### config.mk
export PLATFORM = sky130hd
export DESIGN_NAME = file_uri_percent_decoder_flat
export DESIGN_NICKNAME = d
export VERILOG_FILES = /design/src/rtl/core/fud_pkg.sv /design/src/rtl/core/fud_in_if.sv /design/src/rtl/core/fud_out_if.sv /design/src/rtl/core/fud_front.sv /design/src/rtl/core/fud_queue.sv /design/src/rtl/core/fud_back.sv /design/src/rtl/core/file_uri_percent_decoder.sv /design/src/flat_wrapper.sv
export SDC_FILE = /design/constraint.sdc
export NUM_CORES = 1
export LEC_CHECK = 0
export ABC_CLOCK_PERIOD_IN_PS = 3850
export BUFFER_PORTS_ARGS = -buffer_cell sky130_fd_sc_hd__buf_2
export CAP_MARGIN = 20
export CORE_MARGIN = 2
export CORE_UTILIZATION = 40
export CTS_BUF_LIST = sky130_fd_sc_hd__clkbuf_16
export DETAILED_ROUTE_END_ITERATION = 12
export GPL_TIMING_DRIVEN = 0
export HOLD_SLACK_MARGIN = 0.03
export PLACE_DENSITY = 0.63
export SLEW_MARGIN = 20
export SYNTH_ARGS = -nofsm -noshare
export SYNTH_HDL_FRONTEND = slang
export SYNTH_SLANG_ARGS = --single-unit
### constraint.sdc
create_clock -name clk_i -period 3.85 [get_ports clk_i]
set_clock_uncertainty 0.2 [all_clocks]
set_input_delay 0.385 -clock clk_i [delete_from_list [all_inputs] [get_ports clk_i]]
set_output_delay 0.385 -clock clk_i [all_outputs]
set_load 0.05 [all_outputs]
### src/rtl/core/fud_pkg.sv
// ----------------------------------------------------------------------------
// fud_pkg
// Shared types, constants and the hex digit helper function of the file URI percent decoder.
// ----------------------------------------------------------------------------
package fud_pkg;

  localparam int PREFIX_LEN = 7;
  localparam int PRE_W      = 3;

  localparam logic [7:0] PREFIX_CHARS [PREFIX_LEN] = '{
    8'h66, 8'h69, 8'h6c, 8'h65, 8'h3a, 8'h2f, 8'h2f
  };
  localparam logic [PRE_W-1:0] PRE_LAST     = PRE_W'(PREFIX_LEN - 1);
  localparam logic [PRE_W-1:0] PRE_FULL     = PRE_W'(PREFIX_LEN);
  localparam logic [7:0]       PERCENT_CHAR = 8'h25;

  localparam logic [15:0] MAX_LENGTH_RST = 16'd255;
  localparam logic [15:0] POS_MAX        = 16'hFFFF;

  // Command queue between front and back.
  localparam int QDEPTH = 4;
  localparam int QPTR_W = 2;
  localparam int QCNT_W = 3;

  typedef enum logic [1:0] {
    CM_MATCH,
    CM_DECODE,
    CM_RAW
  } copy_mode_e;

  typedef enum logic [1:0] {
    ESC_NONE,
    ESC_PCT,
    ESC_DIGIT
  } esc_phase_e;

  typedef enum logic [1:0] {
    PM_DECODED,
    PM_RAW,
    PM_NONE
  } path_mode_e;

  // One command describes every result caused by one input byte: a burst of
  // prefix bytes, an optional data byte, and the end marker on the last one.
  typedef struct packed {
    logic [PRE_W-1:0] npre;
    logic             has_byte;
    logic [7:0]       data;
    path_mode_e       data_mode;
    logic             last;
    path_mode_e       end_mode;
  } fud_cmd_t;

  // Hex digit value; bytes outside the digit ranges use the letter arithmetic
  // and wrap modulo 256.
  function automatic logic [7:0] hex_value(input logic [7:0] c);
    logic [7:0] v;
    if (c >= 8'h30 && c <= 8'h39) begin
      v = c - 8'h30;
    end else if (c >= 8'h61 && c <= 8'h66) begin
      v = c - 8'h61 + 8'd10;
    end else begin
      v = c - 8'h41 + 8'd10;
    end
    return v;
  endfunction

endpackage

### src/rtl/core/fud_in_if.sv
// ----------------------------------------------------------------------------
// fud_in_if
// Request channel carrying URI bytes with a last marker.
// ----------------------------------------------------------------------------
interface fud_in_if;
  logic       valid;
  logic       ready;
  logic [7:0] uri_byte;
  logic       is_last;

  modport source (output valid, uri_byte, is_last, input ready);
  modport sink   (input valid, uri_byte, is_last, output ready);
endinterface

### src/rtl/core/fud_out_if.sv
// ----------------------------------------------------------------------------
// fud_out_if
// Request channel carrying decoded path bytes and the end marker.
// ----------------------------------------------------------------------------
interface fud_out_if;
  logic       valid;
  logic       ready;
  logic [7:0] out_byte;
  logic       byte_valid;
  logic       end_of_path;
  logic [1:0] path_mode;

  modport source (output valid, out_byte, byte_valid, end_of_path, path_mode, input ready);
  modport sink   (input valid, out_byte, byte_valid, end_of_path, path_mode, output ready);
endinterface

### src/rtl/core/fud_front.sv
// ----------------------------------------------------------------------------
// fud_front
// Accepts URI bytes, tracks prefix match and escapes, and issues commands.
// ----------------------------------------------------------------------------
module fud_front (
  input  logic             clk_i,
  input  logic             rst_ni,
  input  logic [15:0]      max_length_i,
  fud_in_if.sink           in_i,
  output logic             push_valid_o,
  output fud_pkg::fud_cmd_t push_cmd_o,
  input  logic             push_ready_i
);
  import fud_pkg::*;

  copy_mode_e        copy_mode_q, copy_mode_d;
  esc_phase_e        esc_q, esc_d;
  logic [PRE_W-1:0]  pre_cnt_q, pre_cnt_d;
  logic [15:0]       position_q, position_d;
  logic [7:0]        first_digit_q, first_digit_d;

  logic       accept;
  logic [7:0] b;
  logic       last;
  logic       in_range;
  logic       pre_hit;
  logic       pre_done;
  logic       pre_fail;
  logic       is_pct;
  logic       decoded_after;
  logic [7:0] hv_hi;
  logic [7:0] hv_lo;
  fud_cmd_t   cmd;

  assign in_i.ready = push_ready_i;
  assign accept     = in_i.valid && in_i.ready;
  assign b          = in_i.uri_byte;
  assign last       = in_i.is_last;

  assign in_range = position_q < max_length_i;
  assign is_pct   = (b == PERCENT_CHAR);
  assign pre_hit  = (pre_cnt_q < PRE_FULL) && (b == PREFIX_CHARS[pre_cnt_q]);
  assign pre_done = pre_hit && (pre_cnt_q == PRE_LAST);
  assign pre_fail = !pre_done && (!pre_hit || last);

  assign hv_hi = hex_value(first_digit_q);
  assign hv_lo = hex_value(b);

  assign decoded_after = (copy_mode_q == CM_DECODE) ||
                         ((copy_mode_q == CM_MATCH) && pre_done);

  // Next state.
  always_comb begin
    copy_mode_d   = copy_mode_q;
    esc_d         = esc_q;
    pre_cnt_d     = pre_cnt_q;
    position_d    = position_q;
    first_digit_d = first_digit_q;
    if (accept) begin
      unique case (copy_mode_q)
        CM_MATCH: begin
          if (pre_done) begin
            copy_mode_d = CM_DECODE;
            pre_cnt_d   = PRE_FULL;
          end else if (pre_hit && !last) begin
            pre_cnt_d = pre_cnt_q + 3'd1;
          end else begin
            copy_mode_d = CM_RAW;
          end
        end
        CM_DECODE: begin
          unique case (esc_q)
            ESC_PCT: begin
              if (last) begin
                esc_d = ESC_NONE;
              end else begin
                first_digit_d = b;
                esc_d         = ESC_DIGIT;
              end
            end
            ESC_DIGIT: esc_d = ESC_NONE;
            default: begin
              if (in_range && is_pct && !last) begin
                esc_d = ESC_PCT;
              end
            end
          endcase
        end
        default: ;
      endcase
      if (position_q != POS_MAX) begin
        position_d = position_q + 16'd1;
      end
      if (last) begin
        copy_mode_d   = CM_MATCH;
        esc_d         = ESC_NONE;
        pre_cnt_d     = '0;
        position_d    = '0;
        first_digit_d = '0;
      end
    end
  end

  // Command for the back end.
  always_comb begin
    cmd           = '0;
    cmd.data      = b;
    cmd.last      = last;
    cmd.data_mode = PM_DECODED;
    cmd.end_mode  = decoded_after ? PM_DECODED :
                    ((max_length_i == 16'd0) ? PM_NONE : PM_RAW);
    unique case (copy_mode_q)
      CM_MATCH: begin
        cmd.data_mode = PM_RAW;
        if (pre_fail) begin
          // Flush the matched prefix bytes that lie below the length limit.
          cmd.npre     = (max_length_i < {13'd0, pre_cnt_q}) ? max_length_i[PRE_W-1:0]
                                                              : pre_cnt_q;
          cmd.has_byte = in_range;
        end
      end
      CM_DECODE: begin
        unique case (esc_q)
          ESC_PCT:   cmd.has_byte = last && in_range && !is_pct;
          ESC_DIGIT: begin
            cmd.has_byte = 1'b1;
            cmd.data     = {hv_hi[3:0], 4'd0} | hv_lo;
          end
          default:   cmd.has_byte = in_range && !is_pct;
        endcase
      end
      default: begin
        cmd.data_mode = PM_RAW;
        cmd.has_byte  = in_range;
      end
    endcase
  end

  assign push_valid_o = accept && ((cmd.npre != '0) || cmd.has_byte || last);
  assign push_cmd_o   = cmd;

  always_ff @(posedge clk_i or negedge rst_ni) begin
    if (!rst_ni) begin
      copy_mode_q   <= CM_MATCH;
      esc_q         <= ESC_NONE;
      pre_cnt_q     <= '0;
      position_q    <= '0;
      first_digit_q <= '0;
    end else begin
      copy_mode_q   <= copy_mode_d;
      esc_q         <= esc_d;
      pre_cnt_q     <= pre_cnt_d;
      position_q    <= position_d;
      first_digit_q <= first_digit_d;
    end
  end

  a_match_cnt: assert property (@(posedge clk_i) disable iff (!rst_ni)
    (copy_mode_q == CM_MATCH) |-> (pre_cnt_q < PRE_FULL))
    else $error("prefix count out of range while matching");

  a_esc_decode: assert property (@(posedge clk_i) disable iff (!rst_ni)
    (esc_q != ESC_NONE) |-> (copy_mode_q == CM_DECODE))
    else $error("escape pending outside decode mode");

endmodule

### src/rtl/core/fud_queue.sv
// ----------------------------------------------------------------------------
// fud_queue
// Short command queue that decouples the front from the back end.
// ----------------------------------------------------------------------------
module fud_queue (
  input  logic              clk_i,
  input  logic              rst_ni,
  input  logic              push_valid_i,
  input  fud_pkg::fud_cmd_t push_cmd_i,
  output logic              push_ready_o,
  output logic              pop_valid_o,
  output fud_pkg::fud_cmd_t pop_cmd_o,
  input  logic              pop_ready_i
);
  import fud_pkg::*;

  fud_cmd_t          mem_q [QDEPTH];
  logic [QPTR_W-1:0] wr_ptr_q, rd_ptr_q;
  logic [QCNT_W-1:0] count_q, count_d;
  logic              push, pop;

  assign push_ready_o = (count_q != QCNT_W'(QDEPTH));
  assign pop_valid_o  = (count_q != '0);
  assign pop_cmd_o    = mem_q[rd_ptr_q];

  assign push = push_valid_i && push_ready_o;
  assign pop  = pop_valid_o && pop_ready_i;

  always_comb begin
    count_d = count_q;
    if (push && !pop) begin
      count_d = count_q + 3'd1;
    end else if (pop && !push) begin
      count_d = count_q - 3'd1;
    end
  end

  always_ff @(posedge clk_i) begin
    if (push) begin
      mem_q[wr_ptr_q] <= push_cmd_i;
    end
  end

  always_ff @(posedge clk_i or negedge rst_ni) begin
    if (!rst_ni) begin
      wr_ptr_q <= '0;
      rd_ptr_q <= '0;
      count_q  <= '0;
    end else begin
      if (push) begin
        wr_ptr_q <= wr_ptr_q + 2'd1;
      end
      if (pop) begin
        rd_ptr_q <= rd_ptr_q + 2'd1;
      end
      count_q <= count_d;
    end
  end

  a_count_bound: assert property (@(posedge clk_i) disable iff (!rst_ni)
    count_q <= QCNT_W'(QDEPTH))
    else $error("command queue count exceeds depth");

  a_ptr_gap: assert property (@(posedge clk_i) disable iff (!rst_ni)
    (count_q != QCNT_W'(QDEPTH)) |-> (QPTR_W'(wr_ptr_q - rd_ptr_q) == count_q[QPTR_W-1:0]))
    else $error("queue pointers disagree with count");

endmodule

### src/rtl/core/fud_back.sv
// ----------------------------------------------------------------------------
// fud_back
// Expands queued commands into path bytes, one result per cycle while the output is not stalled.
// ----------------------------------------------------------------------------
module fud_back (
  input  logic              clk_i,
  input  logic              rst_ni,
  input  logic              pop_valid_i,
  input  fud_pkg::fud_cmd_t pop_cmd_i,
  output logic              pop_ready_o,
  fud_out_if.source         out_o
);
  import fud_pkg::*;

  logic [PRE_W-1:0] step_q, step_d;
  logic             out_valid_q, out_valid_d;
  logic [7:0]       out_byte_q;
  logic             byte_valid_q;
  logic             end_q;
  path_mode_e       mode_q;

  logic [PRE_W-1:0] total;
  logic             last_step;
  logic             load;
  logic             take;
  logic [7:0]       s_byte;
  logic             s_valid;
  path_mode_e       s_mode;
  logic             s_end;

  assign total     = pop_cmd_i.npre + {2'd0, pop_cmd_i.has_byte};
  assign last_step = (total == '0) || (step_q == total - 3'd1);
  assign load      = !out_valid_q || out_o.ready;
  assign take      = pop_valid_i && load;
  assign pop_ready_o = load && last_step;

  // Prefix bytes come first, then the data byte; a command with neither
  // yields the bare end marker.
  always_comb begin
    if (step_q < pop_cmd_i.npre) begin
      s_byte  = PREFIX_CHARS[step_q];
      s_valid = 1'b1;
      s_mode  = PM_RAW;
    end else if (pop_cmd_i.has_byte) begin
      s_byte  = pop_cmd_i.data;
      s_valid = 1'b1;
      s_mode  = pop_cmd_i.data_mode;
    end else begin
      s_byte  = '0;
      s_valid = 1'b0;
      s_mode  = pop_cmd_i.data_mode;
    end
    s_end = pop_cmd_i.last && last_step;
    if (s_end) begin
      s_mode = pop_cmd_i.end_mode;
    end
  end

  always_comb begin
    step_d      = step_q;
    out_valid_d = out_valid_q;
    if (load) begin
      out_valid_d = pop_valid_i;
    end
    if (take) begin
      step_d = last_step ? '0 : step_q + 3'd1;
    end
  end

  always_ff @(posedge clk_i) begin
    if (take) begin
      out_byte_q   <= s_byte;
      byte_valid_q <= s_valid;
      end_q        <= s_end;
      mode_q       <= s_mode;
    end
  end

  always_ff @(posedge clk_i or negedge rst_ni) begin
    if (!rst_ni) begin
      step_q      <= '0;
      out_valid_q <= 1'b0;
    end else begin
      step_q      <= step_d;
      out_valid_q <= out_valid_d;
    end
  end

  assign out_o.valid       = out_valid_q;
  assign out_o.out_byte    = out_byte_q;
  assign out_o.byte_valid  = byte_valid_q;
  assign out_o.end_of_path = end_q;
  assign out_o.path_mode   = mode_q;

  a_step_bound: assert property (@(posedge clk_i) disable iff (!rst_ni)
    step_q < PRE_FULL)
    else $error("step counter out of range");

  a_empty_is_end: assert property (@(posedge clk_i) disable iff (!rst_ni)
    (out_valid_q && !byte_valid_q) |-> end_q)
    else $error("result without a byte that does not end the path");

  a_step_idle: assert property (@(posedge clk_i) disable iff (!rst_ni)
    !pop_valid_i |-> (step_q == '0))
    else $error("step counter busy with no command");

endmodule

### src/rtl/core/file_uri_percent_decoder.sv
// The first result of a request passes through the command queue and then the back end's output register.
// Throughput: one URI byte per cycle while the four-entry command queue has room; each byte
// yields at most one result, except a failed "file://" match, which flushes up to seven results,
// one per cycle from the back end's step counter while the output is not stalled.
// Reset (asynchronous, active low) returns to prefix matching at index zero and sets
// max_length to 255.
// ----------------------------------------------------------------------------
// file_uri_percent_decoder
// Strips a "file://" prefix and percent-decodes the path, else copies raw.
// ----------------------------------------------------------------------------
module file_uri_percent_decoder (
  input  logic        clk_i,
  input  logic        rst_ni,
  input  logic        cfg_we_i,
  input  logic [15:0] cfg_wdata_i,
  fud_in_if.sink      uri_i,
  fud_out_if.source   path_o
);
  import fud_pkg::*;

  logic [15:0] max_length_q;
  logic        push_valid, push_ready;
  logic        pop_valid, pop_ready;
  fud_cmd_t    push_cmd, pop_cmd;

  always_ff @(posedge clk_i or negedge rst_ni) begin
    if (!rst_ni) begin
      max_length_q <= MAX_LENGTH_RST;
    end else if (cfg_we_i) begin
      max_length_q <= cfg_wdata_i;
    end
  end

  fud_front u_front (
    .clk_i        (clk_i),
    .rst_ni       (rst_ni),
    .max_length_i (max_length_q),
    .in_i         (uri_i),
    .push_valid_o (push_valid),
    .push_cmd_o   (push_cmd),
    .push_ready_i (push_ready)
  );

  fud_queue u_queue (
    .clk_i        (clk_i),
    .rst_ni       (rst_ni),
    .push_valid_i (push_valid),
    .push_cmd_i   (push_cmd),
    .push_ready_o (push_ready),
    .pop_valid_o  (pop_valid),
    .pop_cmd_o    (pop_cmd),
    .pop_ready_i  (pop_ready)
  );

  fud_back u_back (
    .clk_i       (clk_i),
    .rst_ni      (rst_ni),
    .pop_valid_i (pop_valid),
    .pop_cmd_i   (pop_cmd),
    .pop_ready_o (pop_ready),
    .out_o       (path_o)
  );

endmodule

### src/flat_wrapper.sv
// flat-port wrapper written by rule: the top's interface ports become plain ports
module file_uri_percent_decoder_flat import fud_pkg::*;
  (clk_i, rst_ni, cfg_we_i, cfg_wdata_i, uri_i_valid, uri_i_uri_byte, uri_i_is_last, uri_i_ready, path_o_valid, path_o_out_byte, path_o_byte_valid, path_o_end_of_path, path_o_path_mode, path_o_ready);
  fud_in_if uri_i_i ();
  fud_out_if path_o_i ();
  input  logic clk_i;
  input  logic rst_ni;
  input  logic cfg_we_i;
  input  logic [15:0] cfg_wdata_i;
  input wire logic [$bits(uri_i_i.valid)-1:0] uri_i_valid;
  input wire logic [$bits(uri_i_i.uri_byte)-1:0] uri_i_uri_byte;
  input wire logic [$bits(uri_i_i.is_last)-1:0] uri_i_is_last;
  output wire logic [$bits(uri_i_i.ready)-1:0] uri_i_ready;
  output wire logic [$bits(path_o_i.valid)-1:0] path_o_valid;
  output wire logic [$bits(path_o_i.out_byte)-1:0] path_o_out_byte;
  output wire logic [$bits(path_o_i.byte_valid)-1:0] path_o_byte_valid;
  output wire logic [$bits(path_o_i.end_of_path)-1:0] path_o_end_of_path;
  output wire logic [$bits(path_o_i.path_mode)-1:0] path_o_path_mode;
  input wire logic [$bits(path_o_i.ready)-1:0] path_o_ready;
  assign uri_i_i.valid = uri_i_valid;
  assign uri_i_i.uri_byte = uri_i_uri_byte;
  assign uri_i_i.is_last = uri_i_is_last;
  assign uri_i_ready = uri_i_i.ready;
  assign path_o_valid = path_o_i.valid;
  assign path_o_out_byte = path_o_i.out_byte;
  assign path_o_byte_valid = path_o_i.byte_valid;
  assign path_o_end_of_path = path_o_i.end_of_path;
  assign path_o_path_mode = path_o_i.path_mode;
  assign path_o_i.ready = path_o_ready;
  file_uri_percent_decoder u_core (.clk_i(clk_i), .rst_ni(rst_ni), .cfg_we_i(cfg_we_i), .cfg_wdata_i(cfg_wdata_i), .uri_i(uri_i_i), .path_o(path_o_i));
endmodule
==> qor.txt <==
Outcome: finished, final reports clean
Ys async rst share: 43.3%
Worst path top cell family by delay: adder cells
Placed inst area: 0.00783 mm2
Most used cell, CP: ha_4
Met3 wire length: 581 um
Max layer used: met4
Slew Limit Fails: 0
Routed WL: 15.6 mm
Distinct cell type count after synthesis: 74
Slowest-stage cell, CP: mux4_2
Number of synthesized flops with an enable pin: 76
Worst-Skew Late Latency: 0.42 ns
Fill count: 1,559
Largest area contributor in the netlist: edfxtp_1
#FFs+latches synth: 134
Main synth FF type: edfxtp_1
Place WS: -0.495 ns
PD cells: 671 mW/mm2
Final hold viol count: 0
Vias per cell: 5.29
Post-synthesis sequential area ratio: 51.7%
CTS clk-pin slew, worst paths: 0.06 ns
Synth top area cells: edfxtp_1 32%, dfrtp_1 17%, ha_1 9.0%
Hold Path Class: input pin to flop
Max-cap violation count: 0
Slew headroom: 47.8%
Type of the worst setup path: flop to flop
WL/cell: 16.1 um
Worst Path Arrival: 3.88 ns
Core area: 0.0178 mm2
CTS Sinks: 134
I/O pin cnt: 44
Vias: 5,130
Final non-filler cell area: 0.00882 mm2
Initial DRC Count: 320
All-Layer GR Usage: 17.1%
FF/Latch Area: 0.00374 mm2
Initial core utilization: 40.6%
Mean Syn Cell Area: 11.4 um2
TritonCTS buffer count: 17
Required time of the critical path: 3.99 ns
Router iterations before antenna repair: 5
HPWL Detailed: 11.1 mm
Share of layout cells above drive strength 1: 21.6%
Nets@finish: 810
IO buf count: 41
CP max stage delay: 0.54 ns
Setup WS post-layout: 0.114 ns
RSZ-0062 raised after global routing: no
Synth top area share: 31.5%
Met2 WL post-DR: 8.04 mm
Crit path capture type: flop
Syn nets: 717
CTS tree: done
CTS max path bufs: 2
DRT antenna net count: 0
Post-Synthesis Cells: 634
CP max FO: 4
Wire length on met1: 6.67 mm
DRC violations left: 0
Fmax: 268 MHz
Type of origin of the critical path: flop
Tmin final: 3.74 ns
Max IR drop VDD: 0.682 mV
Leak pwr: 0.00350 uW
Largest net degree at the start of global routing: 59
Cell area after synthesis: 0.00724 mm2
Vias in the first global route: 5,294
N_diodes: 0
First-pass GRT wire length: 26.4 mm
Die X: 139 um
Synthesis Warnings: 0
Global placer's final weighted congestion: 0.865
DIE AREA: 0.0192 mm2
FP Rows: 49
Worst slew pin tran: 0.783 ns
Worst-path cell chain: buf_8 -> buf_12 -> mux4_2 -> ha_4 -> ha_4 -> inv_2 -> ha_4 -> ha_4 -> xor2_4 -> a31oi_4 -> nor2_4 -> inv_2 -> ha_4 -> inv_2 -> fa_2 -> xor2_1 -> nor2_1 -> xor2_1
Grt ovf: 0
Crit path buf inv count: 5
Crit share post-route: 97.0%
Root Driver: clkbuf_16
Initial antenna violation count: 0
Area occupied by multi-input gates: 0.00331 mm2
H-tree depth: 4
Area Growth Syn to Fin: 21.9%
Final Setup Violations: 0
Die height: 139 um
==> cells in the mapped netlist (7+ instances only) <==
library cell and number:
buf_2 7, a21oi_1 20, xnor2_1 15, nor2_1 44, clkbuf_1 14, nand3_1 16
a22oi_1 9, nand4_1 11, mux4_2 16, inv_1 52, nor2b_1 13, nor3_1 7
dfrtp_1 50, nand2_1 55, edfxtp_1 76, xor2_1 11, ha_1 52, o21ai_0 47
nand2b_1 9, dfstp_2 8, a31oi_1 8
==> worst paths after layout <==
check | from | endpoint | slack (ns) | depth (start not counted)
max reg2reg | u_core.u_queue.rd_ptr_q[0] | u_core.u_queue.count_q[2] | 0.11 | 18
min | cfg_we_i | u_core.max_length_q[0] | 0.05 | 2
min reg2reg | u_core.u_back.out_o.valid | u_core.u_back.out_o.valid | 0.28 | 2
min in group asynchronous | rst_ni | u_core.u_back.step_q[0] | 0.39 | 2
max in group asynchronous | rst_ni | u_core.u_queue.rd_ptr_q[1] | 2.53 | 2
max | u_core.u_queue.rd_ptr_q[0] | u_core.u_queue.count_q[2] | 0.11 | 18
==> layer usage <==
| layer | vias up | track usage, % |
|---|---|---|
| met1 | 2514 | 20.8 |
| met5 | - | 0 |
| li1 | 2478 | - |
| met2 | 115 | 30.0 |
| met4 | 0 | 7.04 |
| met3 | 23 | 3.15 |
==> what timing repair did <==
| action | 4_1_cts | 5_1_grt |
|---|---|---|
| buffers inserted | 8 | 4 |
| endpoints found under the hold margin | 71 | 0 |
| setup endpoints to repair | 2 | 2 |
| pin swaps | 4 | 7 |
| hold buffers | 19 | 0 |
| gates resized for setup | 14 | 10 |
==> report_power, final <==
part           switching (uW)  total (uW)  internal (uW)  leakage, uW
clock network             677        1590            914     0.000284
registers                 160        2030           1870      0.00141
logic                    1290        2300           1010      0.00181
==> cells in the final DEF (no fill, tap or decap), drive strengths merged, types with 5 or more instances in the layout <==
| cell type | n |
|---|---|
| edfxtp | 76 |
| buf | 68 |
| inv | 61 |
| nand2 | 55 |
| ha | 52 |
| o21ai | 51 |
| dfrtp | 50 |
| nor2 | 44 |
| clkbuf | 29 |
| a21oi | 20 |
| dlygate4sd3 | 19 |
| mux4 | 16 |
| nand3 | 16 |
| xnor2 | 15 |
| nor2b | 13 |
| nand4 | 11 |
| xor2 | 11 |
| nor3 | 10 |
| nand2b | 9 |
| a22oi | 9 |
| dfstp | 8 |
| a31oi | 8 |
| and2 | 6 |
| mux2i | 6 |
| or3 | 6 |
| and3 | 5 |
| a21boi | 5 |
| clkinv | 5 |
==> metrics by stage <==
stage / total power [uW] / util [%] / hold WS (ns) / std cells / setup TNS (ns)
floorplan: 3430 / - / -0.111 / 634 / 0
global placement: 3810 / 43.5 / 0.269 / 904 / -23.13
detailed placement: 3940 / 43.9 / 0.275 / 908 / -0.922
CTS: 5800 / 48.8 / 0.0353 / 965 / 0
global route: 6280 / 49.4 / 0.0566 / 969 / 0
finish: 5920 / 49.4 / 0.0491 / 969 / 0
==> flip-flops by register name, summed over array words and instances, names as in the netlist <==
signal,count
u_core.u_queue.rd_ptr_q,2
u_core.u_queue.wr_ptr_q,2
u_core.u_front.first_digit_q,8
u_core.u_front.position_q,16
u_core.u_back.out_o.byte_valid,1
u_core.u_back.out_o.out_byte,8
u_core.u_queue.count_q,3
u_core.u_front.esc_q,2
u_core.u_back.step_q,3
u_core.u_queue.mem_q,64
u_core.u_back.out_o.path_mode,2
u_core.max_length_q,16
u_core.u_back.out_o.valid,1
u_core.u_back.out_o.end_of_path,1
u_core.u_front.pre_cnt_q,3
u_core.u_front.copy_mode_q,2
==> layout make-up <==
type,instances,share of cell area (%)
flip-flops and latches,134,42.5
multi-input cells,422,37.5
repair buffers,76,6.36
clock buffers,17,4.82
well taps,229,3.25
inverters,53,2.26
clock inverters,15,1.80
plain buffers,23,1.52
==> cells by family after synthesis <==
logic type	after synthesis	share of synthesized area [%]
fa+ha+maj	53	9.27
xor+xnor	26	3.15
flops	134	51.7
compound gates	124	11.2
buf+inv	78	4.43
mux	26	6.43
simple gates	193	13.8
(Power assumes the default switching activity.)
